`config.mk`:
```
export PLATFORM = sky130hd
export DESIGN_NAME = mfw_median
export DESIGN_NICKNAME = d
export VERILOG_FILES = /design/src/hdl/mfw_pkg.sv /design/src/hdl/mfw_median.sv
export SDC_FILE = /design/constraint.sdc
export NUM_CORES = 1
export LEC_CHECK = 0
export BUFFER_PORTS_ARGS = -buffer_cell sky130_fd_sc_hd__buf_2
export CELL_PAD_IN_SITES_DETAIL_PLACEMENT = 0
export CELL_PAD_IN_SITES_GLOBAL_PLACEMENT = 1
export CORE_AREA = 5 5 230 232
export DETAILED_ROUTE_END_ITERATION = 12
export DIE_AREA = 0 0 235 237
export PLACE_DENSITY_LB_ADDON = 0.1
export SETUP_SLACK_MARGIN = 0.05
export SLEW_MARGIN = 20
export SYNTH_ARGS = -nofsm -noshare
export SYNTH_HDL_FRONTEND = slang
export SYNTH_SLANG_ARGS = --single-unit
```
`constraint.sdc`:
```
create_clock -name clk -period 6.2 [get_ports clk]
set_input_delay 0.31 -clock clk [delete_from_list [all_inputs] [get_ports clk]]
set_output_delay 0.31 -clock clk [all_outputs]
set_load 0.03 [all_outputs]
```
`src/hdl/mfw_pkg.sv`:
```
// Shared constants and types for the streaming median filter.
`default_nettype none

package mfw_pkg;

    localparam int KSIZE     = 3;
    localparam int MAX_WIDTH = 1024;

    localparam int PIX_W   = 8;
    localparam int IMG_W   = 11;
    localparam int LINES   = KSIZE - 1;
    localparam int WIN_N   = KSIZE * KSIZE;
    localparam int MED_IDX = WIN_N / 2;
    localparam int LINE_W  = LINES * PIX_W;
    localparam int COL_W   = $clog2(MAX_WIDTH);
    localparam int ROW_W   = $clog2(KSIZE);
    localparam int CMP_W   = (IMG_W > COL_W) ? IMG_W : COL_W;

    localparam int WIDTH_RESET = 640;

    typedef logic [PIX_W-1:0]            pix_t;
    typedef logic [WIN_N-1:0][PIX_W-1:0] win_t;

    typedef struct packed {
        logic full;
        logic last;
    } tag_t;

endpackage

`default_nettype wire

```
`src/hdl/mfw_median.sv`:
```
// Pipelined odd-even transposition sort that picks the middle of the window.
`default_nettype none

module mfw_median
    import mfw_pkg::*;
(
    input  wire logic clk,
    input  wire logic rst_n,
    input  wire logic en,
    input  wire logic in_valid,
    input  wire tag_t in_tag,
    input  wire win_t in_win,
    output logic      out_valid,
    output tag_t      out_tag,
    output pix_t      out_med
);

    win_t             stage_reg [WIN_N];
    tag_t             tag_reg   [WIN_N];
    logic [WIN_N-1:0] vld_reg;

    // One compare-exchange layer per register stage; WIN_N layers sort fully.
    for (genvar k = 0; k < WIN_N; k++) begin : g_layer
        localparam int PAR = k % 2;
        win_t cur;
        win_t nxt;

        if (k == 0) begin : g_first
            assign cur = in_win;
        end else begin : g_rest
            assign cur = stage_reg[k-1];
        end

        always_comb
        begin
            nxt = cur;
            for (int i = PAR; i + 1 < WIN_N; i += 2)
            begin
                if (cur[i] > cur[i+1])
                begin
                    nxt[i]   = cur[i+1];
                    nxt[i+1] = cur[i];
                end
            end
        end

        always_ff @(posedge clk)
        begin
            if (en)
            begin
                stage_reg[k] <= nxt;
                tag_reg[k]   <= (k == 0) ? in_tag : tag_reg[(k == 0) ? 0 : k-1];
            end
        end
    end

    always_ff @(posedge clk or negedge rst_n)
    begin
        if (!rst_n)
        begin
            vld_reg <= '0;
        end
        else if (en)
        begin
            vld_reg <= {vld_reg[WIN_N-2:0], in_valid};
        end
    end

    assign out_valid = vld_reg[WIN_N-1];
    assign out_tag   = tag_reg[WIN_N-1];
    assign out_med   = stage_reg[WIN_N-1][MED_IDX];

endmodule

`default_nettype wire

```
==> out/metrics.yaml, run 1 <==
synth:
  synthCells: 2150
  syn_area_per_cell_sq_um: 12.7
  yosys.area.top_type: "edfxtp_1"
  synth_area_leaders: "edfxtp_1 (52%), mux2_2 (12%), ha_1 (11%), o22ai_1 (4.0%), a21oi_1 (3.4%)"
  yosysTopAreaCellShare_pct: 52.0
  synth_warnings: 0
  yosysUniqueCellTypes: 38
  ys_ff_latch: 483
  syn_area_sq_mm: 0.0274
  synth_fp_nets: 2468
  ys_seq_area_share_pct: 52.9
worst_setup_path:
  start_kind: "register"
  path_cells: "ha_1, nand4_1, o21ai_2, o22ai_1, a21oi_1"
  arrival_ns: 3.43
  cp.buffers_inverters: 0
  worst-path-stages: 5
  path_class: "reg2reg"
  cp_data_required_time_ns: 6.59
  critPathTopFamily: "compound AO/OA/AOI/OAI gates"
  reg2reg_depth: 5
  end_kind: "register"
  crit_fanout: 18
  cp_slowest_cell: "o21ai_2"
  slowest_delay_ns: 0.87
drt:
  wl_per_cell_um: 17.6
  met1_length_um: 23200
  finalWirelength_um: 52300
  first_pass_iters: 5
  maxUsedRoutingLayer: "met4"
  postRouteAntennaNets: 0
  vias: 17200
  met3WireLength_um: 1730
  drc: 0
  wl_met2_um: 26200
  drt_iter0_markers: 944
  via_per_inst: 5.79
sta:
  max_freq_mhz: 329
  final-hold-violation-count: 0
  holdWs_ns: 0.0486
  finalSetupViolations: 0
  tightest_slew_ns: 0.949
  finalClockSkew_ns: 0.0234
  slew_viol_final: 0
  setup_tns_ns: 0
  worst_slack_ns: 3.16
  relSlewSlack_pct: 36.7
  rsz0062_at_grt: "false"
  period_minus_slack_ns: 3.04
  fin_crit_sh_pct: 49.1
global_routing:
  grtUsageTotal_pct: 18.4
  grt_max_degree: 158
  overflow: 0
  antenna_found_initial: 0
  grt_pass1_vias: 17000
  grt_pass1_wl_um: 85300
placed_design:
  gp_congestion: 0.814
  portBuffers: 88
  dpl_cell_area_sq_mm: 0.0283
  hpwlAfterDp_um: 37200
  dp_slack_ns: 3.08
  placed_cells: 2866
cts:
  worstSkewPairLatency_ns: 0.60
  cts-root-buf: "clkbuf_16"
  cts_buffers: 54
  htree_levels: 2
  cts_resized: 0
  clkTransAtPathRegs_ns: 0.06
  cts_sinks: 483
  cts_tree: "built"
  clockBufferDepth: 3
  post_cts_buffers: 0
power_and_ir_drop:
  power_mw: 14.8
  leakage_nw: 11.9
  ir_drop_mv: 0.258
  p_per_area_mw_per_mm2: 488
layout:
  final_cell_mix: "edfxtp_1 (474), mux2_2 (289), inv_1 (241)"
  design_area_sq_mm: 0.0304
  diodes: 0
  fillers: 4005
  final_cells: 2979
  syn2layout_area_growth_pct: 11.1
  final_nets: 2572
  drive_gt1_share_pct: 25.4
  largest_reg_flops: 456
  utilization_pct: 59.9
  mostFrequentLayoutCell: "edfxtp_1"
floorplan:
  io_pins: 89
  initial_core_util_pct: 53.9
  die_y_um: 237
  die_x_um: 235
  rows: 83
  dieArea_sq_mm: 0.0557
  core_sq_mm: 0.0508
worst_hold_path:
  whs_path_depth: 2
  holdCritPathClass: "in2reg"
outcome:
  outcome: "completed"
run:
  drv_cap: 0
-- repair_timing --
| item | CTS | global route |
|---|---|---|
| hold buffers | 12 | 0 |
| hold endpoints to repair | 20 | 0 |
| endpoints found under the setup margin | 0 | 0 |
-- routing by layer --
layer | global-route usage (%) | vias to the layer above
li1 | - | 8587
met1 | 23.9 | 8305
met2 | 32.4 | 271
met3 | 2.77 | 82
met4 | 4.65 | 0
met5 | 0 | -
-- Yosys cell counts, drive strengths merged --
master	count
or3	1
mux2	299
o32ai	4
nand2	77
edfxtp	474
clkbuf	13
nor2	49
buf	42
a211oi	34
a21boi	15
a311o	5
o221a	30
nand3b	2
inv	241
and2	5
o21ai	90
nor2b	24
nand4	44
or2	15
dfrtp	9
a21o	1
o22ai	197
and4	21
a21oi	186
o21a	5
o211ai	26
and3b	1
ha	240
-- worst reg2reg max path, delay by kind of cell, from the launching register on --
family | cells | cell delay (ns)
simple gates | 1 | 0.61
flops | 1 | 0.47
fa+ha+maj | 1 | 0.39
compound gates | 3 | 1.35
-- where the power goes --
group          leakage, nW  switching (mW)  internal (mW)
registers             4.72           0.802           4.98
logic                 6.26            3.02           2.63
clock network        0.938            1.29           2.13
total                 11.9            5.11           9.73
-- layout make-up --
| type | instances | area, sq um | share of cell area [%] |
|---|---|---|---|
| clock inverter | 42 | 547 | 1.80 |
| multi-input combinational | 1371 | 11600 | 38.2 |
| timing repair buffer | 103 | 618 | 2.03 |
| sequential | 483 | 14500 | 47.6 |
| tap | 680 | 851 | 2.80 |
| inverter | 241 | 905 | 2.98 |
| clock buffer | 59 | 1390 | 4.58 |
-- worst paths after layout --
check / from / to / slack (ns)
max in group asynchronous: rst_n / vld_reg[7] / 5.88
worst min register to register: tag_reg[0][15] / tag_reg[0][17] / 0.41
worst min-delay path: in_win[53] / stage_reg[0][61] / 0.05
worst max register to register: stage_reg[0][251] / stage_reg[0][323] / 3.16
worst max-delay path: stage_reg[0][251] / stage_reg[0][323] / 3.16
min in group asynchronous: rst_n / vld_reg[0] / 0.13
-- cells by family after synthesis --
family	share of synthesized area, %
mux	12.3
compound gates	14.6
buf+inv	4.66
flops	52.9
fa+ha+maj	11.0
simple gates	4.61
(Power assumes the default switching activity.)
==> run 2, diff against run 1 <==
--- a/config.mk
+++ b/config.mk
@@ -8,9 +8,9 @@
 export BUFFER_PORTS_ARGS = -buffer_cell sky130_fd_sc_hd__buf_2
 export CELL_PAD_IN_SITES_DETAIL_PLACEMENT = 0
 export CELL_PAD_IN_SITES_GLOBAL_PLACEMENT = 1
-export CORE_AREA = 5 5 230 232
+export CORE_AREA = 5 5 248 250
 export DETAILED_ROUTE_END_ITERATION = 12
-export DIE_AREA = 0 0 235 237
+export DIE_AREA = 0 0 253 255
 export PLACE_DENSITY_LB_ADDON = 0.1
 export SETUP_SLACK_MARGIN = 0.05
 export SLEW_MARGIN = 20
==> constraint.sdc (replaced) <==
create_clock -name clk -period 2.5 [get_ports clk]
set_input_delay 0.125 -clock clk [delete_from_list [all_inputs] [get_ports clk]]
set_output_delay 0.125 -clock clk [all_outputs]
set_load 0.03 [all_outputs]
==> run 2 against run 1 <==
  * Clock skew about the same
  * Critical path depth up 4
  * Via count grew 4.0%
  * Hold slack improved by 0.18 ns
  * Cell area up 4.6%
  * Total power is 150% higher
  * Sequential share of layout area down 2.1 points
  * Sequential power grew 150%
  * Setup slack got worse by 3.0 ns
  * Largest cell class unchanged
  * Largest power group is now combinational cells
==> out/metrics.yaml, run 2 (same netlist as run 1, synthesis figures left out) <==
cts:
  cts-root-buf: "clkbuf_16"
  clockBufferDepth: 3  # unchanged
  worstSkewPairLatency_ns: 0.60  # about the same
  htree_levels: 2  # unchanged
  cts_sinks: 483  # unchanged
  clkTransAtPathRegs_ns: 0.06  # about the same
  cts_buffers: 54  # unchanged
  cts_tree: "built"
power_and_ir_drop:
  p_per_area_mw_per_mm2: 1170  # +140%
  power_mw: 37.1  # +150%
  ir_drop_mv: 0.880  # +240%
  leakage_nw: 12.5  # +5.0%
floorplan:
  core_sq_mm: 0.0588  # +16%
  initial_core_util_pct: 46.5  # -7.3 points
  rows: 89  # +7.2%
  die_x_um: 253  # +7.7%
  io_pins: 89  # unchanged
  dieArea_sq_mm: 0.0645  # +16%
  die_y_um: 255  # +7.6%
placed_design:
  hpwlAfterDp_um: 40000  # +7.4%
  portBuffers: 88  # unchanged
  gp_congestion: 0.821  # +0.87%
global_routing:
  antenna_found_initial: 0  # unchanged
  grt_pass1_wl_um: 90500  # +6.0%
  grtUsageTotal_pct: 17.0  # -1.4 points
  grt_max_degree: 74  # -53%
  overflow: 0  # unchanged
  grt_pass1_vias: 18000  # +5.4%
layout:
  drive_gt1_share_pct: 26.2  # +0.82 points
  syn2layout_area_growth_pct: 16.3
  fillers: 4909  # +23%
  seq_area_sq_mm: 0.0145  # unchanged
  largest_reg_flops: 456  # unchanged
  final_nets: 2712  # +5.4%
  mostFrequentLayoutCell: "edfxtp_1"
  diodes: 0  # unchanged
  multiInputGateArea_sq_mm: 0.0117  # +0.62%
  final_cell_mix: "edfxtp_1 (474), mux2_2 (288), inv_1 (240)"
worst_setup_path:
  critPathTopFamily: "buffers and inverters"
  arrival_ns: 2.74  # -0.69 ns
  path_cells: "dlygate4sd3_1, buf_2, ha_1, a211oi_2, nor2_1, o32ai_4, buf_6, mux2_1, dlygate4sd3_1"
  path_class: "in2reg"
  crit_top_cell: "dlygate4sd3_1"
  r2r-start: "stage_reg[0][239]"
  cp_slowest_cell: "dlygate4sd3_1"
  critPathLaunch: "in_win[53]"
  start_kind: "input port"
  crit_fanout: 6  # -12
  cp.buffers_inverters: 4  # +4
  cp_data_required_time_ns: 2.85  # -3.74 ns
  end_kind: "register"
  slowest_delay_ns: 0.56  # -0.31 ns
sta:
  slew_viol_final: 0  # unchanged
  setup_tns_ns: 0  # unchanged
  holdWs_ns: 0.233  # +0.184 ns
  finalClockSkew_ns: 0.0232  # -0.000233 ns
  relSlewSlack_pct: 55.1  # +18 points
  final-hold-violation-count: 0  # unchanged
  tightest_slew_ns: 0.674  # -0.275 ns
  fin_crit_sh_pct: 95.6
  rsz0062_at_grt: "false"
  period_minus_slack_ns: 2.39
  finalSetupViolations: 0  # unchanged
  max_freq_mhz: 419
drt:
  finalWirelength_um: 55600  # +6.2%
  wl_per_cell_um: 17.3  # -1.4%
  via_per_inst: 5.59  # -3.5%
  first_pass_iters: 6  # +1
  drt_iter0_markers: 816  # -14%
  vias: 17900  # +4.0%
  postRouteAntennaNets: 0  # unchanged
  drc: 0  # unchanged
worst_hold_path:
  holdCritPathClass: "in2reg"
  min_from: "in_tag[1]"
run:
  drv_cap: 0  # unchanged
outcome:
  outcome: "completed"
[run 2: changes by cell type in the layout (fill, tap and decap cells not counted), sizes merged]
cell,previous run,this run
clkinv,21,26
clkinvlp,7,5
clkbuf,59,58
buf,91,146
dlygate4sd3,12,97
bufinv,12,8
[run 2: through the flow]
| stage | util (%) | instance area [sq um] | setup WS, ns | std cells |
|---|---|---|---|---|
| after floorplan | - | 27400 | 0.278 | 2150 |
| after global placement | 49.1 | 28900 | 0.0783 | 3003 |
| after detailed placement | 49.1 | 28900 | 0.0170 | 3003 |
| after CTS | 53.9 | 31700 | 0.0578 | 3202 |
| after global routing | 54.1 | 31800 | 0.0240 | 3210 |
| final | 54.1 | 31800 | 0.111 | 3210 |
[run 2: power by group]
group          internal (mW)  leakage [nW]  switching (mW)
logic                   7.05          6.91            7.60
registers               12.3          4.72            2.05
clock network           4.84         0.886            3.19
total                   24.2          12.5            12.8
[run 2: path summary, 6_finish.rpt]
path	to	cells after the start	slack, ns
max in group asynchronous	vld_reg[4]	3	1.70
setup reg to reg	stage_reg[0][308]	6	0.15
hold reg to reg	stage_reg[0][75]	0	0.42
min in group asynchronous	vld_reg[0]	3	0.53
setup / recovery	stage_reg[0][62]	9	0.11
hold / removal	tag_reg[0][1]	2	0.23
[run 2: layer usage]
layer	up-vias	routed length, um	track usage, %
met4	0	1590	5.55
met1	8671	24100	21.5
li1	8848	-	-
met3	98	1800	2.27
met2	317	28000	30.3
met5	-	0	0
[run 2: what timing repair did]
item	4_1_cts	5_1_grt
gates resized for setup	1	18
hold buffers	100	0
buffers inserted	0	9
pin swaps	0	7
setup endpoints to repair	1	53
cloned	0	2
hold endpoints to repair	125	0
[run 2: layout make-up]
type / count / area share, %
inverters: 241 / 2.84
repair buffers: 243 / 6.17
multi-input cells: 1371 / 36.8
clock buffers: 58 / 4.36
well taps: 773 / 3.04
clock inverters: 41 / 1.34
flip-flops and latches: 483 / 45.5
==> run 3, diff against run 2 <==
--- a/config.mk
+++ b/config.mk
@@ -11,7 +11,7 @@
 export CORE_AREA = 5 5 248 250
 export DETAILED_ROUTE_END_ITERATION = 12
 export DIE_AREA = 0 0 253 255
-export PLACE_DENSITY_LB_ADDON = 0.1
+export PLACE_DENSITY_LB_ADDON = 0.08
 export SETUP_SLACK_MARGIN = 0.05
 export SLEW_MARGIN = 20
 export SYNTH_ARGS = -nofsm -noshare
==> run 3 against run 2 <==
  * Setup slack got worse by 0.046 ns
  * Global-route usage rose by 0.089 points
  * Clock power rose by 0.6%
  * Critical path depth rose by 1
  * Cell area rose by 0.26%
  * Clock skew rose by 0.0019 ns
==> out/metrics.yaml, run 3 (same netlist as run 1, synthesis figures left out) <==
cts:
  clkTransAtPathRegs_ns: 0.06  # about the same
  worstSkewPairLatency_ns: 0.61  # about the same
  clockBufferDepth: 3  # unchanged
  cts_tree: "built"
  cts_buffers: 56  # +3.7%
  cts_sinks: 483  # unchanged
  cts-root-buf: "clkbuf_16"
  htree_levels: 2  # unchanged
drt:
  vias: 17800  # -0.60%
  finalWirelength_um: 56100  # +0.91%
  drt_iter0_markers: 803  # -1.6%
  first_pass_iters: 7  # +1
  postRouteAntennaNets: 0  # unchanged
  drc: 0  # unchanged
  wl_per_cell_um: 17.4  # +0.63%
  via_per_inst: 5.54  # -0.87%
sta:
  period_minus_slack_ns: 2.44  # +0.0462 ns
  fin_crit_sh_pct: 97.4  # +1.8 points
  rsz0062_at_grt: "false"
  max_freq_mhz: 411  # -1.9%
  finalSetupViolations: 0  # unchanged
  setup_tns_ns: 0  # unchanged
  tightest_slew_ns: 0.685  # +0.0111 ns
  slew_viol_final: 0  # unchanged
  relSlewSlack_pct: 54.3  # -0.74 points
  final-hold-violation-count: 0  # unchanged
  finalClockSkew_ns: 0.0250  # +0.00187 ns
layout:
  mostFrequentLayoutCell: "edfxtp_1"
  syn2layout_area_growth_pct: 16.6
  design_area_sq_mm: 0.0319  # +0.26%
  fillers: 4959  # +1.0%
  largest_reg_flops: 456  # unchanged
  final_cell_mix: "edfxtp_1 (474), mux2_2 (289), inv_1 (241)"
  drive_gt1_share_pct: 26.2  # -0.045 points
  final_nets: 2717  # +0.18%
outcome:
  outcome: "completed"
power_and_ir_drop:
  ir_drop_mv: 0.670  # -24%
  p_per_area_mw_per_mm2: 1160  # -0.25%
  leakage_nw: 12.5  # +0.15%
global_routing:
  grt_max_degree: 83  # +12%
  overflow: 0  # unchanged
  grtUsageTotal_pct: 17.1  # +0.089 points
  grt_pass1_wl_um: 90600  # +0.18%
  grt_pass1_vias: 17700  # -1.3%
  antenna_found_initial: 1  # +1
floorplan:
  die_y_um: 255  # unchanged
  rows: 89  # unchanged
  die_x_um: 253  # unchanged
  dieArea_sq_mm: 0.0645  # unchanged
  initial_core_util_pct: 46.5  # unchanged
  core_sq_mm: 0.0588  # unchanged
  io_pins: 89  # unchanged
worst_hold_path:
  holdCritPathClass: "in2reg"
  whs_path_depth: 2  # unchanged
  min_from: "in_win[69]"
  hold_end: "stage_reg[0][69]"
placed_design:
  portBuffers: 88  # unchanged
  hpwlAfterDp_um: 39600  # -0.92%
  dpl_cell_area_sq_mm: 0.0288  # about the same
  gp_congestion: 0.837  # +1.9%
worst_setup_path:
  end_kind: "register"
  r2r_slack_ns: 0.13  # -0.02 ns
  path_class: "in2reg"
  arrival_ns: 2.79  # +0.05 ns
  start_kind: "input port"
  r2r-start: "stage_reg[0][239]"
  reg2reg_to: "stage_reg[0][310]"
  reg2reg_depth: 6  # unchanged
  crit_fanout: 4  # -2
  cp_data_required_time_ns: 2.86  # about the same
run:
  drv_cap: 0  # unchanged
==> run 3: cell count changes in the layout (fill, tap and decap cells not counted), sizes merged <==
cell	previous run	this run
clkbuf	58	66
dlygate4sd3	97	100
buf	146	145
bufinv	8	7
clkinvlp	5	4
diode	0	1
==> run 3: layer usage <==
metal	vias up	GRT usage [%]	share of wire (%)
met1	8587	22.4	45
met2	264	29.7	49
met3	98	2.61	3.0
li1	8878	-	-
met5	-	0	0
met4	0	4.84	2.5
==> run 3: worst max path at each step <==
stage                            startpoint                end  slack, ns  depth (start not counted)
after global routing              in_win[9]   stage_reg[0][15]       0.05                         10
final                            in_win[63]   stage_reg[0][56]       0.06                         10
after detailed placement  stage_reg[0][395]  stage_reg[0][471]       0.11                          5
after floorplan           stage_reg[0][239]  stage_reg[0][317]       0.28                          8
after global placement    stage_reg[0][323]  stage_reg[0][394]       0.12                          6
after CTS                         in_win[1]   stage_reg[0][15]       0.07                          9
==> run 3: timing repair <==
item	CTS	global route
hold buffers	100	0
setup buffers	0	10
endpoints found under the setup margin	0	76
gates resized for setup	0	22
hold endpoints to repair	126	0
==> run 3: final cells by class <==
| type | instances | area (sq um) | area share, % |
|---|---|---|---|
| diodes | 1 | 2.50 | 0.00785 |
| clock buffers | 65 | 1440 | 4.50 |
| clock inverters | 39 | 397 | 1.24 |
| inverters | 241 | 905 | 2.84 |
| multi-input cells | 1371 | 11700 | 36.7 |
| flip-flops and latches | 483 | 14500 | 45.3 |
| well taps | 773 | 967 | 3.03 |
| repair buffers | 246 | 2000 | 6.28 |
==> run 3: power breakdown <==
part	total [mW]	switching, mW	internal (mW)
combinational	14.6	7.54	7.05
sequential	14.4	2.05	12.3
clock	8.08	3.25	4.83
==> run 3: metrics by stage <==
step	worst slack, ns	total power, mW	hold slack [ns]	cells	utilization [%]
5_1_grt	0.0479	39.7	0.191	3219	54.2
2_1_floorplan	0.278	25.2	-0.171	2150	-
3_5_place_dp	0.110	28.8	-0.0164	3003	49.1
3_3_place_gp	0.119	28.4	-0.0231	3003	49.1
6_report	0.0647	37.1	0.231	3219	54.2
4_1_cts	0.0653	37.3	0.173	3207	53.9
==> run 3: worst max-delay path, stage by stage <==
cell and delay, ns:
dlygate4sd3_1 0.55, buf_2 0.13, inv_1 0.04, ha_1 0.28, nand4_1 0.18, a21oi_2 0.07
o32ai_4 0.35, buf_4 0.20, mux2_1 0.31, dlygate4sd3_1 0.55
